File: src/rtl/kf_pkg.sv
// Shared constants and types for the scalar Kalman filter.
// Used by kf_mul, kf_div and scalar_kalman_filter; no dependencies.
`timescale 1ns / 1ps

package kf_pkg;

  localparam int DEF_WORD_BITS  = 32;
  localparam int DEF_FRAC_BITS  = 16;
  localparam int MUL_DIGIT_BITS = 16;
  localparam int CFG_IDX_BITS   = 3;

  localparam logic [CFG_IDX_BITS-1:0] REG_TRANSITION_GAIN   = 3'd0;
  localparam logic [CFG_IDX_BITS-1:0] REG_PROCESS_NOISE     = 3'd1;
  localparam logic [CFG_IDX_BITS-1:0] REG_MEASUREMENT_NOISE = 3'd2;
  localparam logic [CFG_IDX_BITS-1:0] REG_INITIAL_ESTIMATE  = 3'd3;
  localparam logic [CFG_IDX_BITS-1:0] REG_INITIAL_VARIANCE  = 3'd4;

  // status of an iterative arithmetic unit as seen by the sequencer
  typedef struct packed {
    logic busy;
    logic done;
  } unit_sts_t;

endpackage

File: src/rtl/kf_mul.sv
// Iterative unsigned multiplier: one digit of op_b per cycle, MSB digit first.
// Depends on kf_pkg for the default digit width and the status struct.
`timescale 1ns / 1ps

module kf_mul
  import kf_pkg::*;
#(
  parameter int OP_BITS    = DEF_WORD_BITS + 1,
  parameter int DIGIT_BITS = MUL_DIGIT_BITS
) (
  input  logic                   clk,
  input  logic                   rst_n,
  input  logic                   start,
  input  logic [OP_BITS-1:0]     op_a,
  input  logic [OP_BITS-1:0]     op_b,
  output logic [2*OP_BITS-1:0]   product,
  output unit_sts_t              sts
);

  localparam int STEPS     = (OP_BITS + DIGIT_BITS - 1) / DIGIT_BITS;
  localparam int PAD_BITS  = STEPS * DIGIT_BITS;
  localparam int CNT_BITS  = (STEPS > 1) ? $clog2(STEPS) : 1;
  localparam int PART_BITS = OP_BITS + DIGIT_BITS;
  localparam int PROD_BITS = 2 * OP_BITS;
  localparam logic [CNT_BITS-1:0] LAST_STEP = CNT_BITS'(STEPS - 1);

  logic [OP_BITS-1:0]    a_r;
  logic [PAD_BITS-1:0]   b_r;
  logic [PROD_BITS-1:0]  acc_r;
  logic [CNT_BITS-1:0]   cnt_r;
  logic                  busy_r;
  logic                  done_r;
  logic [DIGIT_BITS-1:0] digit;
  logic [PART_BITS-1:0]  part;

  assign digit = b_r[PAD_BITS-1 -: DIGIT_BITS];
  assign part  = PART_BITS'(a_r) * PART_BITS'(digit);

  always_ff @(posedge clk) begin
    if (!rst_n) begin
      busy_r <= 1'b0;
      done_r <= 1'b0;
      cnt_r  <= '0;
    end else begin
      done_r <= 1'b0;
      if (start) begin
        busy_r <= 1'b1;
        cnt_r  <= '0;
      end else if (busy_r) begin
        if (cnt_r == LAST_STEP) begin
          busy_r <= 1'b0;
          done_r <= 1'b1;
        end else begin
          cnt_r <= cnt_r + CNT_BITS'(1);
        end
      end
    end
  end

  // shift the partial sum up one digit and add the next digit's partial product
  always_ff @(posedge clk) begin
    if (start) begin
      a_r   <= op_a;
      b_r   <= PAD_BITS'(op_b);
      acc_r <= '0;
    end else if (busy_r) begin
      acc_r <= (acc_r << DIGIT_BITS) + PROD_BITS'(part);
      b_r   <= b_r << DIGIT_BITS;
    end
  end

  assign product  = acc_r;
  assign sts.busy = busy_r;
  assign sts.done = done_r;

endmodule

File: src/rtl/kf_div.sv
// Restoring divider for the gain: floor((num << FRAC_BITS) / den), num <= den.
// One quotient bit per cycle; depends on kf_pkg for defaults and the status struct.
`timescale 1ns / 1ps

module kf_div
  import kf_pkg::*;
#(
  parameter int WORD_BITS = DEF_WORD_BITS,
  parameter int FRAC_BITS = DEF_FRAC_BITS
) (
  input  logic                 clk,
  input  logic                 rst_n,
  input  logic                 start,
  input  logic [WORD_BITS-1:0] num,
  input  logic [WORD_BITS:0]   den,
  output logic [FRAC_BITS:0]   quot,
  output unit_sts_t            sts
);

  localparam int REM_BITS = WORD_BITS + 2;
  localparam int CNT_BITS = $clog2(FRAC_BITS + 1);
  localparam logic [CNT_BITS-1:0] LAST_STEP = CNT_BITS'(FRAC_BITS);

  logic [REM_BITS-1:0]  rem_r;
  logic [WORD_BITS:0]   den_r;
  logic [FRAC_BITS:0]   q_r;
  logic                 zero_r;
  logic [CNT_BITS-1:0]  cnt_r;
  logic                 busy_r;
  logic                 done_r;
  logic [REM_BITS-1:0]  diff;
  logic                 ge;

  assign ge   = rem_r >= REM_BITS'(den_r);
  assign diff = rem_r - REM_BITS'(den_r);

  always_ff @(posedge clk) begin
    if (!rst_n) begin
      busy_r <= 1'b0;
      done_r <= 1'b0;
      cnt_r  <= '0;
    end else begin
      done_r <= 1'b0;
      if (start) begin
        busy_r <= 1'b1;
        cnt_r  <= '0;
      end else if (busy_r) begin
        if (cnt_r == LAST_STEP) begin
          busy_r <= 1'b0;
          done_r <= 1'b1;
        end else begin
          cnt_r <= cnt_r + CNT_BITS'(1);
        end
      end
    end
  end

  // compare, subtract when it fits, then shift the remainder for the next bit
  always_ff @(posedge clk) begin
    if (start) begin
      rem_r  <= REM_BITS'(num);
      den_r  <= den;
      q_r    <= '0;
      zero_r <= (den == '0);
    end else if (busy_r) begin
      rem_r <= (ge ? diff : rem_r) << 1;
      q_r   <= {q_r[FRAC_BITS-1:0], ge};
    end
  end

  assign quot     = zero_r ? '0 : q_r;
  assign sts.busy = busy_r;
  assign sts.done = done_r;

endmodule

File: src/rtl/scalar_kalman_filter.sv
// Scalar (one-dimensional) Kalman filter in signed fixed point, Q16.16 by default.
// Each observation request runs predict (x = F*x, P = F*F*P + Q) and update
// (K = P/(P+R), x += K*(obs - x), P *= 1 - K), and returns the new estimate,
// variance, gain and a saturation flag. All five products go through one
// shared digit-serial multiplier (kf_mul) and the gain through one restoring
// divider (kf_div), both stepped by the sequencer in this module. in_stall
// stays high from accept until the result moves into the output register,
// through the five multiplier passes and the FRAC_BITS+1 divider steps, and
// while a full output register holds the result back. A finished result
// waits in the output register while the next request
// is accepted. A restart bit on a request reloads the estimate and variance
// from the initial-value registers first. Estimate and predicted variance
// clamp to their word ranges and out_saturated reports it. Configuration
// registers (index 0..4: F, Q, R, initial estimate, initial variance; other
// indexes are dropped) are written through cfg_valid/cfg_ready, which is
// always ready; write them only while no request is in flight.
`timescale 1ns / 1ps

module scalar_kalman_filter
  import kf_pkg::*;
#(
  parameter int WORD_BITS = DEF_WORD_BITS,
  parameter int FRAC_BITS = DEF_FRAC_BITS
) (
  input  logic                        clk,
  input  logic                        rst_n,
  input  logic                        cfg_valid,
  output logic                        cfg_ready,
  input  logic [CFG_IDX_BITS-1:0]     cfg_index,
  input  logic [WORD_BITS-1:0]        cfg_data,
  input  logic                        in_valid,
  output logic                        in_stall,
  input  logic signed [WORD_BITS-1:0] in_observation,
  input  logic                        in_restart,
  output logic                        out_valid,
  input  logic                        out_stall,
  output logic signed [WORD_BITS-1:0] out_estimate,
  output logic [WORD_BITS-1:0]        out_error_variance,
  output logic [FRAC_BITS:0]          out_kalman_gain,
  output logic                        out_saturated
);

  localparam int OP_BITS   = WORD_BITS + 1;
  localparam int PROD_BITS = 2 * OP_BITS;
  localparam int SUM_BITS  = WORD_BITS + 2;

  localparam logic [FRAC_BITS:0]   ONE_Q    = {1'b1, {FRAC_BITS{1'b0}}};
  localparam logic [WORD_BITS-1:0] WORD_ONE = WORD_BITS'(ONE_Q);
  localparam logic [WORD_BITS-1:0] WORD_MAX = '1;
  localparam logic [WORD_BITS-1:0] SMAX_W   = {1'b0, {(WORD_BITS-1){1'b1}}};
  localparam logic [WORD_BITS-1:0] SMIN_W   = {1'b1, {(WORD_BITS-1){1'b0}}};
  localparam logic [PROD_BITS-1:0] HALF_Q   = PROD_BITS'(1) << (FRAC_BITS - 1);
  localparam logic [PROD_BITS-1:0] POS_LIM  = PROD_BITS'(SMAX_W);
  localparam logic [PROD_BITS-1:0] NEG_LIM  = PROD_BITS'(SMIN_W);

  // sequencer states
  localparam logic [3:0] S_IDLE = 4'd0;
  localparam logic [3:0] S_MFX  = 4'd1;  // F * x
  localparam logic [3:0] S_MFF  = 4'd2;  // F * F
  localparam logic [3:0] S_MFP  = 4'd3;  // F^2 * P
  localparam logic [3:0] S_ADDQ = 4'd4;  // P + Q, innovation
  localparam logic [3:0] S_DIV  = 4'd5;  // P / (P + R)
  localparam logic [3:0] S_MKY  = 4'd6;  // K * innovation
  localparam logic [3:0] S_MPV  = 4'd7;  // P * (1 - K)
  localparam logic [3:0] S_EST  = 4'd8;  // x + correction
  localparam logic [3:0] S_OUT  = 4'd9;  // hand result to output register

  // configuration registers
  logic [WORD_BITS-1:0] tg_r, qn_r, rn_r, ie_r, iv_r;

  // filter state and per-request working registers
  logic [3:0]           state_r, state_nxt;
  logic                 start_r, start_nxt;
  logic [WORD_BITS-1:0] est_r, est_nxt;
  logic [WORD_BITS-1:0] var_r, var_nxt;
  logic [WORD_BITS-1:0] obs_r, obs_nxt;
  logic [WORD_BITS-1:0] xp_r, xp_nxt;
  logic [WORD_BITS-1:0] f2_r, f2_nxt;
  logic [WORD_BITS-1:0] pp_r, pp_nxt;
  logic [FRAC_BITS:0]   gain_r, gain_nxt;
  logic [OP_BITS-1:0]   ymag_r, ymag_nxt;
  logic                 yneg_r, yneg_nxt;
  logic [OP_BITS-1:0]   corr_r, corr_nxt;
  logic                 sat_r, sat_nxt;

  // output register
  logic                 out_valid_r, out_valid_nxt;
  logic [WORD_BITS-1:0] oest_r, oest_nxt;
  logic [WORD_BITS-1:0] ovar_r, ovar_nxt;
  logic [FRAC_BITS:0]   ogain_r, ogain_nxt;
  logic                 osat_r, osat_nxt;

  // arithmetic units
  logic                 mul_start, div_start;
  logic [OP_BITS-1:0]   mul_a, mul_b;
  logic [PROD_BITS-1:0] mul_prod;
  unit_sts_t            mul_sts, div_sts;
  logic [WORD_BITS:0]   div_den;
  logic [FRAC_BITS:0]   div_quot;

  // datapath helpers
  logic                 f_neg, x_neg, px_neg;
  logic [WORD_BITS-1:0] f_mag, x_mag;
  logic [PROD_BITS-1:0] rq;
  logic [WORD_BITS-1:0] rq_clamp;
  logic                 rq_over;
  logic [WORD_BITS:0]   q_sum;
  logic [WORD_BITS:0]   y_sum;
  logic [SUM_BITS-1:0]  x_ext, c_ext, e_sum;
  logic                 e_over;
  logic                 in_acc, out_free;

  assign cfg_ready = 1'b1;
  assign in_stall  = (state_r != S_IDLE);
  assign in_acc    = in_valid && !in_stall;
  assign out_free  = !out_valid_r || !out_stall;

  // sign and magnitude of F and the current estimate
  assign f_neg  = tg_r[WORD_BITS-1];
  assign x_neg  = est_r[WORD_BITS-1];
  assign f_mag  = f_neg ? (~tg_r + WORD_BITS'(1)) : tg_r;
  assign x_mag  = x_neg ? (~est_r + WORD_BITS'(1)) : est_r;
  assign px_neg = f_neg ^ x_neg;

  // round the product to nearest, ties away from zero, and drop the fraction
  assign rq       = (mul_prod + HALF_Q) >> FRAC_BITS;
  assign rq_over  = |rq[PROD_BITS-1:WORD_BITS];
  assign rq_clamp = rq_over ? WORD_MAX : rq[WORD_BITS-1:0];

  assign q_sum   = {1'b0, pp_r} + {1'b0, qn_r};
  assign div_den = {1'b0, pp_r} + {1'b0, rn_r};
  assign y_sum   = {obs_r[WORD_BITS-1], obs_r} - {xp_r[WORD_BITS-1], xp_r};

  // new estimate: predicted estimate plus signed correction, exact
  assign x_ext  = {{2{xp_r[WORD_BITS-1]}}, xp_r};
  assign c_ext  = yneg_r ? (~{1'b0, corr_r} + SUM_BITS'(1)) : {1'b0, corr_r};
  assign e_sum  = x_ext + c_ext;
  assign e_over = !((e_sum[SUM_BITS-1:WORD_BITS-1] == '0) ||
                    (e_sum[SUM_BITS-1:WORD_BITS-1] == '1));

  assign mul_start = start_r && (state_r == S_MFX || state_r == S_MFF ||
                                 state_r == S_MFP || state_r == S_MKY ||
                                 state_r == S_MPV);
  assign div_start = start_r && (state_r == S_DIV);

  // operand select for the shared multiplier
  always_comb begin
    mul_a = '0;
    mul_b = '0;
    case (state_r)
      S_MFX: begin
        mul_a = OP_BITS'(f_mag);
        mul_b = OP_BITS'(x_mag);
      end
      S_MFF: begin
        mul_a = OP_BITS'(f_mag);
        mul_b = OP_BITS'(f_mag);
      end
      S_MFP: begin
        mul_a = OP_BITS'(f2_r);
        mul_b = OP_BITS'(var_r);
      end
      S_MKY: begin
        mul_a = ymag_r;
        mul_b = OP_BITS'(gain_r);
      end
      S_MPV: begin
        mul_a = OP_BITS'(pp_r);
        mul_b = OP_BITS'(ONE_Q - gain_r);
      end
      default: begin
        mul_a = '0;
        mul_b = '0;
      end
    endcase
  end

  // sequencer
  always_comb begin
    state_nxt     = state_r;
    start_nxt     = 1'b0;
    est_nxt       = est_r;
    var_nxt       = var_r;
    obs_nxt       = obs_r;
    xp_nxt        = xp_r;
    f2_nxt        = f2_r;
    pp_nxt        = pp_r;
    gain_nxt      = gain_r;
    ymag_nxt      = ymag_r;
    yneg_nxt      = yneg_r;
    corr_nxt      = corr_r;
    sat_nxt       = sat_r;
    out_valid_nxt = out_valid_r && out_stall;
    oest_nxt      = oest_r;
    ovar_nxt      = ovar_r;
    ogain_nxt     = ogain_r;
    osat_nxt      = osat_r;

    case (state_r)
      S_IDLE: begin
        if (in_acc) begin
          obs_nxt   = in_observation;
          sat_nxt   = 1'b0;
          state_nxt = S_MFX;
          start_nxt = 1'b1;
          if (in_restart) begin
            est_nxt = ie_r;
            var_nxt = iv_r;
          end
        end
      end
      S_MFX: begin
        if (mul_sts.done) begin
          // clamp the signed predicted estimate
          if (!px_neg && rq > POS_LIM) begin
            xp_nxt  = SMAX_W;
            sat_nxt = 1'b1;
          end else if (px_neg && rq > NEG_LIM) begin
            xp_nxt  = SMIN_W;
            sat_nxt = 1'b1;
          end else if (px_neg) begin
            xp_nxt = ~rq[WORD_BITS-1:0] + WORD_BITS'(1);
          end else begin
            xp_nxt = rq[WORD_BITS-1:0];
          end
          state_nxt = S_MFF;
          start_nxt = 1'b1;
        end
      end
      S_MFF: begin
        if (mul_sts.done) begin
          f2_nxt    = rq_clamp;
          sat_nxt   = sat_r || rq_over;
          state_nxt = S_MFP;
          start_nxt = 1'b1;
        end
      end
      S_MFP: begin
        if (mul_sts.done) begin
          pp_nxt    = rq_clamp;
          sat_nxt   = sat_r || rq_over;
          state_nxt = S_ADDQ;
        end
      end
      S_ADDQ: begin
        // add Q with saturation; form the innovation alongside
        if (q_sum[WORD_BITS]) begin
          pp_nxt  = WORD_MAX;
          sat_nxt = 1'b1;
        end else begin
          pp_nxt = q_sum[WORD_BITS-1:0];
        end
        yneg_nxt  = y_sum[WORD_BITS];
        ymag_nxt  = y_sum[WORD_BITS] ? (~y_sum + OP_BITS'(1)) : y_sum;
        state_nxt = S_DIV;
        start_nxt = 1'b1;
      end
      S_DIV: begin
        if (div_sts.done) begin
          gain_nxt  = div_quot;
          state_nxt = S_MKY;
          start_nxt = 1'b1;
        end
      end
      S_MKY: begin
        if (mul_sts.done) begin
          corr_nxt  = rq[OP_BITS-1:0];
          state_nxt = S_MPV;
          start_nxt = 1'b1;
        end
      end
      S_MPV: begin
        if (mul_sts.done) begin
          var_nxt   = rq_clamp;
          state_nxt = S_EST;
        end
      end
      S_EST: begin
        if (e_over) begin
          est_nxt = e_sum[SUM_BITS-1] ? SMIN_W : SMAX_W;
          sat_nxt = 1'b1;
        end else begin
          est_nxt = e_sum[WORD_BITS-1:0];
        end
        state_nxt = S_OUT;
      end
      S_OUT: begin
        // hold until the output register is free
        if (out_free) begin
          out_valid_nxt = 1'b1;
          oest_nxt      = est_r;
          ovar_nxt      = var_r;
          ogain_nxt     = gain_r;
          osat_nxt      = sat_r;
          state_nxt     = S_IDLE;
        end
      end
      default: begin
        state_nxt = S_IDLE;
      end
    endcase
  end

  // control state, filter state and configuration
  always_ff @(posedge clk) begin
    if (!rst_n) begin
      state_r     <= S_IDLE;
      start_r     <= 1'b0;
      out_valid_r <= 1'b0;
      est_r       <= '0;
      var_r       <= WORD_ONE;
      tg_r        <= WORD_ONE;
      qn_r        <= '0;
      rn_r        <= WORD_ONE;
      ie_r        <= '0;
      iv_r        <= WORD_ONE;
    end else begin
      state_r     <= state_nxt;
      start_r     <= start_nxt;
      out_valid_r <= out_valid_nxt;
      est_r       <= est_nxt;
      var_r       <= var_nxt;
      if (cfg_valid && cfg_ready) begin
        case (cfg_index)
          REG_TRANSITION_GAIN:   tg_r <= cfg_data;
          REG_PROCESS_NOISE:     qn_r <= cfg_data;
          REG_MEASUREMENT_NOISE: rn_r <= cfg_data;
          REG_INITIAL_ESTIMATE:  ie_r <= cfg_data;
          REG_INITIAL_VARIANCE:  iv_r <= cfg_data;
          default: ;
        endcase
      end
    end
  end

  // working and output payload registers
  always_ff @(posedge clk) begin
    obs_r   <= obs_nxt;
    xp_r    <= xp_nxt;
    f2_r    <= f2_nxt;
    pp_r    <= pp_nxt;
    gain_r  <= gain_nxt;
    ymag_r  <= ymag_nxt;
    yneg_r  <= yneg_nxt;
    corr_r  <= corr_nxt;
    sat_r   <= sat_nxt;
    oest_r  <= oest_nxt;
    ovar_r  <= ovar_nxt;
    ogain_r <= ogain_nxt;
    osat_r  <= osat_nxt;
  end

  kf_mul #(
    .OP_BITS    (OP_BITS),
    .DIGIT_BITS (MUL_DIGIT_BITS)
  ) u_mul (
    .clk     (clk),
    .rst_n   (rst_n),
    .start   (mul_start),
    .op_a    (mul_a),
    .op_b    (mul_b),
    .product (mul_prod),
    .sts     (mul_sts)
  );

  kf_div #(
    .WORD_BITS (WORD_BITS),
    .FRAC_BITS (FRAC_BITS)
  ) u_div (
    .clk   (clk),
    .rst_n (rst_n),
    .start (div_start),
    .num   (pp_r),
    .den   (div_den),
    .quot  (div_quot),
    .sts   (div_sts)
  );

  assign out_valid          = out_valid_r;
  assign out_estimate       = oest_r;
  assign out_error_variance = ovar_r;
  assign out_kalman_gain    = ogain_r;
  assign out_saturated      = osat_r;

  // the multiplier and divider never run at the same time
  a_units_exclusive: assert property (@(posedge clk) disable iff (!rst_n)
    !(mul_sts.busy && div_sts.busy))
    else $error("multiplier and divider busy together");

  // an accepted request launches the first product on the next cycle
  a_accept_launch: assert property (@(posedge clk) disable iff (!rst_n)
    in_acc |=> (state_r == S_MFX && start_r))
    else $error("accepted request did not start predict");

  // multiplier completions arrive only while a product is awaited
  a_mul_done_state: assert property (@(posedge clk) disable iff (!rst_n)
    mul_sts.done |-> (state_r == S_MFX || state_r == S_MFF || state_r == S_MFP ||
                      state_r == S_MKY || state_r == S_MPV))
    else $error("multiplier done outside a product state");

  // the gain handed out never exceeds one
  a_gain_bound: assert property (@(posedge clk) disable iff (!rst_n)
    out_valid |-> (out_kalman_gain <= ONE_Q))
    else $error("gain above one");

endmodule
File: config.mk
export PLATFORM = sky130hd
export DESIGN_NAME = scalar_kalman_filter
export DESIGN_NICKNAME = d
export VERILOG_FILES = /design/src/rtl/kf_pkg.sv /design/src/rtl/kf_mul.sv /design/src/rtl/kf_div.sv /design/src/rtl/scalar_kalman_filter.sv
export SDC_FILE = /design/constraint.sdc
export NUM_CORES = 2
export LEC_CHECK = 0
export ABC_CLOCK_PERIOD_IN_PS = 12900
export BUFFER_PORTS_ARGS = -buffer_cell sky130_fd_sc_hd__buf_2
export CAP_MARGIN = 20
export CORE_UTILIZATION = 56
export CTS_BUF_LIST = sky130_fd_sc_hd__clkbuf_8
export CTS_CLUSTER_DIAMETER = 50
export DETAILED_ROUTE_END_ITERATION = 8
export GPL_ROUTABILITY_DRIVEN = 0
export PLACE_DENSITY_LB_ADDON = 0.15
export SKIP_LAST_GASP = 1
export SLEW_MARGIN = 15
export SYNTH_ARGS = -nofsm -noshare
export SYNTH_HDL_FRONTEND = slang
export SYNTH_HIERARCHICAL = 1
export SYNTH_SLANG_ARGS = --single-unit
File: constraint.sdc
create_clock -name clk -period 12.9 [get_ports clk]
set_input_delay 0.645 -clock clk [delete_from_list [all_inputs] [get_ports clk]]
set_output_delay 0.645 -clock clk [all_outputs]
set_load 0.01 [all_outputs]
==> impl_metrics.tcl <==
set metrics [dict create \
    status "complete, no violations" \
    wl_per_cell_um 23.9 \
    antenna_found_initial 15 \
    finalSetupTns_ns 0 \
    antenna_left 0 \
    port_buffers 156 \
    first_global_vias 50700 \
    die_area_mm2 0.112 \
    end_kind "register" \
    cts_resized 0 \
    cts_setup_buffers 0 \
    area_growth_pct 8.40 \
    tightest_slew_ns 1.27 \
    period_needed_ns 7.68 \
    via_per_inst 6.14 \
    final_nets 7751 \
    die_height_um 335 \
    slew_headroom_pct 15.4 \
    ioPinCount 158 \
    first_pass_iters 9 \
    htreeDepth 4 \
    setup_slack_ns 5.22 \
    syn_area_mm2 0.0620 \
    min_path_type "input pin to register" \
    clkTransAtPathRegs_ns 0.06 \
    cp-start-kind "register" \
    std_cell_rows 121 \
    synth_nets 7692 \
    worstPathArrival_ns 8.40 \
    cts.sinks 768 \
    initial_core_util_pct 56.8 \
    finalHoldViolations 0 \
    route.detailed.drc 0 \
    grt_setup_unrepaired "false" \
    avgSynthCellArea_um2 9.07 \
    clk_path_buf_depth 3 \
    critical_path_class "register to register" \
    fillers 9580 \
    yosysWarningCount 6 \
    cp_max_fo 20 \
    critPathRequiredTime_ns 13.62 \
    cts_root_buffer "clkbuf_8" \
    overflow 0 \
    wirelength_mm 203 \
    grt_max_degree 134 \
    post-place-ws_ns 5.32 \
    dp_hpwl_mm 151 \
    core_mm2 0.109 \
    max_freq_mhz 130 \
    drt_iter0_drc 5859 \
    drive_gt1_share_pct 8.40 \
    die_w_um 335 \
    post-route-period-util_pct 59.5 \
    track_usage_pct 36.2 \
    drv_slew 0 \
    grt_pass1_wl_mm 305 \
    drv_cap 0 \
    ctsHoldBuffers 32 \
    clock_skew_ns 0.0602 \
    clkLatencyLatePin_ns 0.85 \
    numCtsBuffers 139 \
    setup_violations 0 \
    cts_tree "yes" \
    vias 52200 \
    syn_inst 6838 \
]
[final cells by class]
cell class                      instances  area (µm²)  area share, %
Inverter                              779        2920           4.35
Clock inverter                        108         815           1.21
Clock buffer                          151        2080           3.09
Sequential cell                       768       19700           29.2
Timing Repair Buffer                  275        1790           2.66
Tap cell                             1476        1850           2.75
Antenna cell                            8        20.0         0.0298
Multi-Input combinational cell       4934       38100           56.7
[layout by cell type (no fill, tap or decap), types with 32 or more instances in the layout]
master and n:
a211oi_1 34, a21boi_0 178, a21o_1 89, a21oi_1 296
a222oi_1 36, a31oi_1 52, and2_1 267, and3_1 54
buf_2 155, buf_4 84, clkbuf_8 151, dfxtp_1 337
dlygate4sd3_1 32, edfxtp_1 427, fa_1 470, ha_1 311
inv_1 821, mux2i_1 74, nand2_1 999, nand2b_1 51
nand3_1 142, nand4_1 55, nor2_1 319, nor2b_1 52
nor3_1 86, o211ai_1 49, o21a_1 62, o21ai_0 292
o22ai_1 57, o31ai_1 51, or3_1 43, xnor2_1 197
xor2_1 131
[per-layer routing]
metal  vias up  part of all wire (%)  GRT usage [%]
met5         -                 0.028              0
met4        10                   7.1           23.1
met3       640                    10           8.48
met2      2746                    45           56.0
met1     25300                    38           45.6
li1      23500                     -              -
[per-stage QoR]
stage	util, %	hold WS (ns)	std cells	area [µm²]
final	61.5	0.190	8499	67200
after global routing	61.5	0.157	8495	67200
after CTS	61.5	0.123	8491	67200
after detailed placement	58.6	0.448	8200	64000
after global placement	58.5	0.441	8197	64000
after floorplan	-	0.406	6838	62000
[final timing paths]
check,startpoint,to,slack [ns],cells after the start
setup / recovery,u_mul/b_r[40]$_SDFFE_PP0P_,u_mul/product[51]$_SDFFE_PP0P_,5.22,21
hold reg to reg,var_r[6]$_SDFFE_PN0P_,out_error_variance[6]$_DFFE_PP_,0.45,0
setup reg to reg,u_mul/b_r[40]$_SDFFE_PP0P_,u_mul/product[51]$_SDFFE_PP0P_,5.22,21
hold / removal,rst_n,var_r[16]$_SDFFE_PN1P_,0.19,2
[critical path: stages (launching register included)]
cell and delay, ns:
dfxtp_1 0.80, buf_4 0.41, nand2_1 0.12, fa_1 0.54, inv_1 0.06, fa_1 0.51
fa_1 0.45, fa_1 0.54, fa_1 0.58, inv_1 0.07, fa_1 0.53, inv_1 0.05
ha_1 0.42, inv_1 0.09, o21bai_1 0.18, a21oi_1 0.15, o311ai_0 0.66, a211oi_1 0.21
a211oi_1 0.45, a31oi_1 0.23, o2111a_1 0.29, a221o_1 0.25
[sequential cells by signal, summed over array words and instances (netlist names), 33 cells and up]
register and count:
u_div/den_r 33, u_div/rem_r 34, u_mul/a_r 33, u_mul/product 66, u_mul/b_r 48, corr_r 33
ymag_r 33
Power is left out: the tool's default activity adds up to more than one toggle a clock period on the data nets, which glitch-free logic cannot reach.
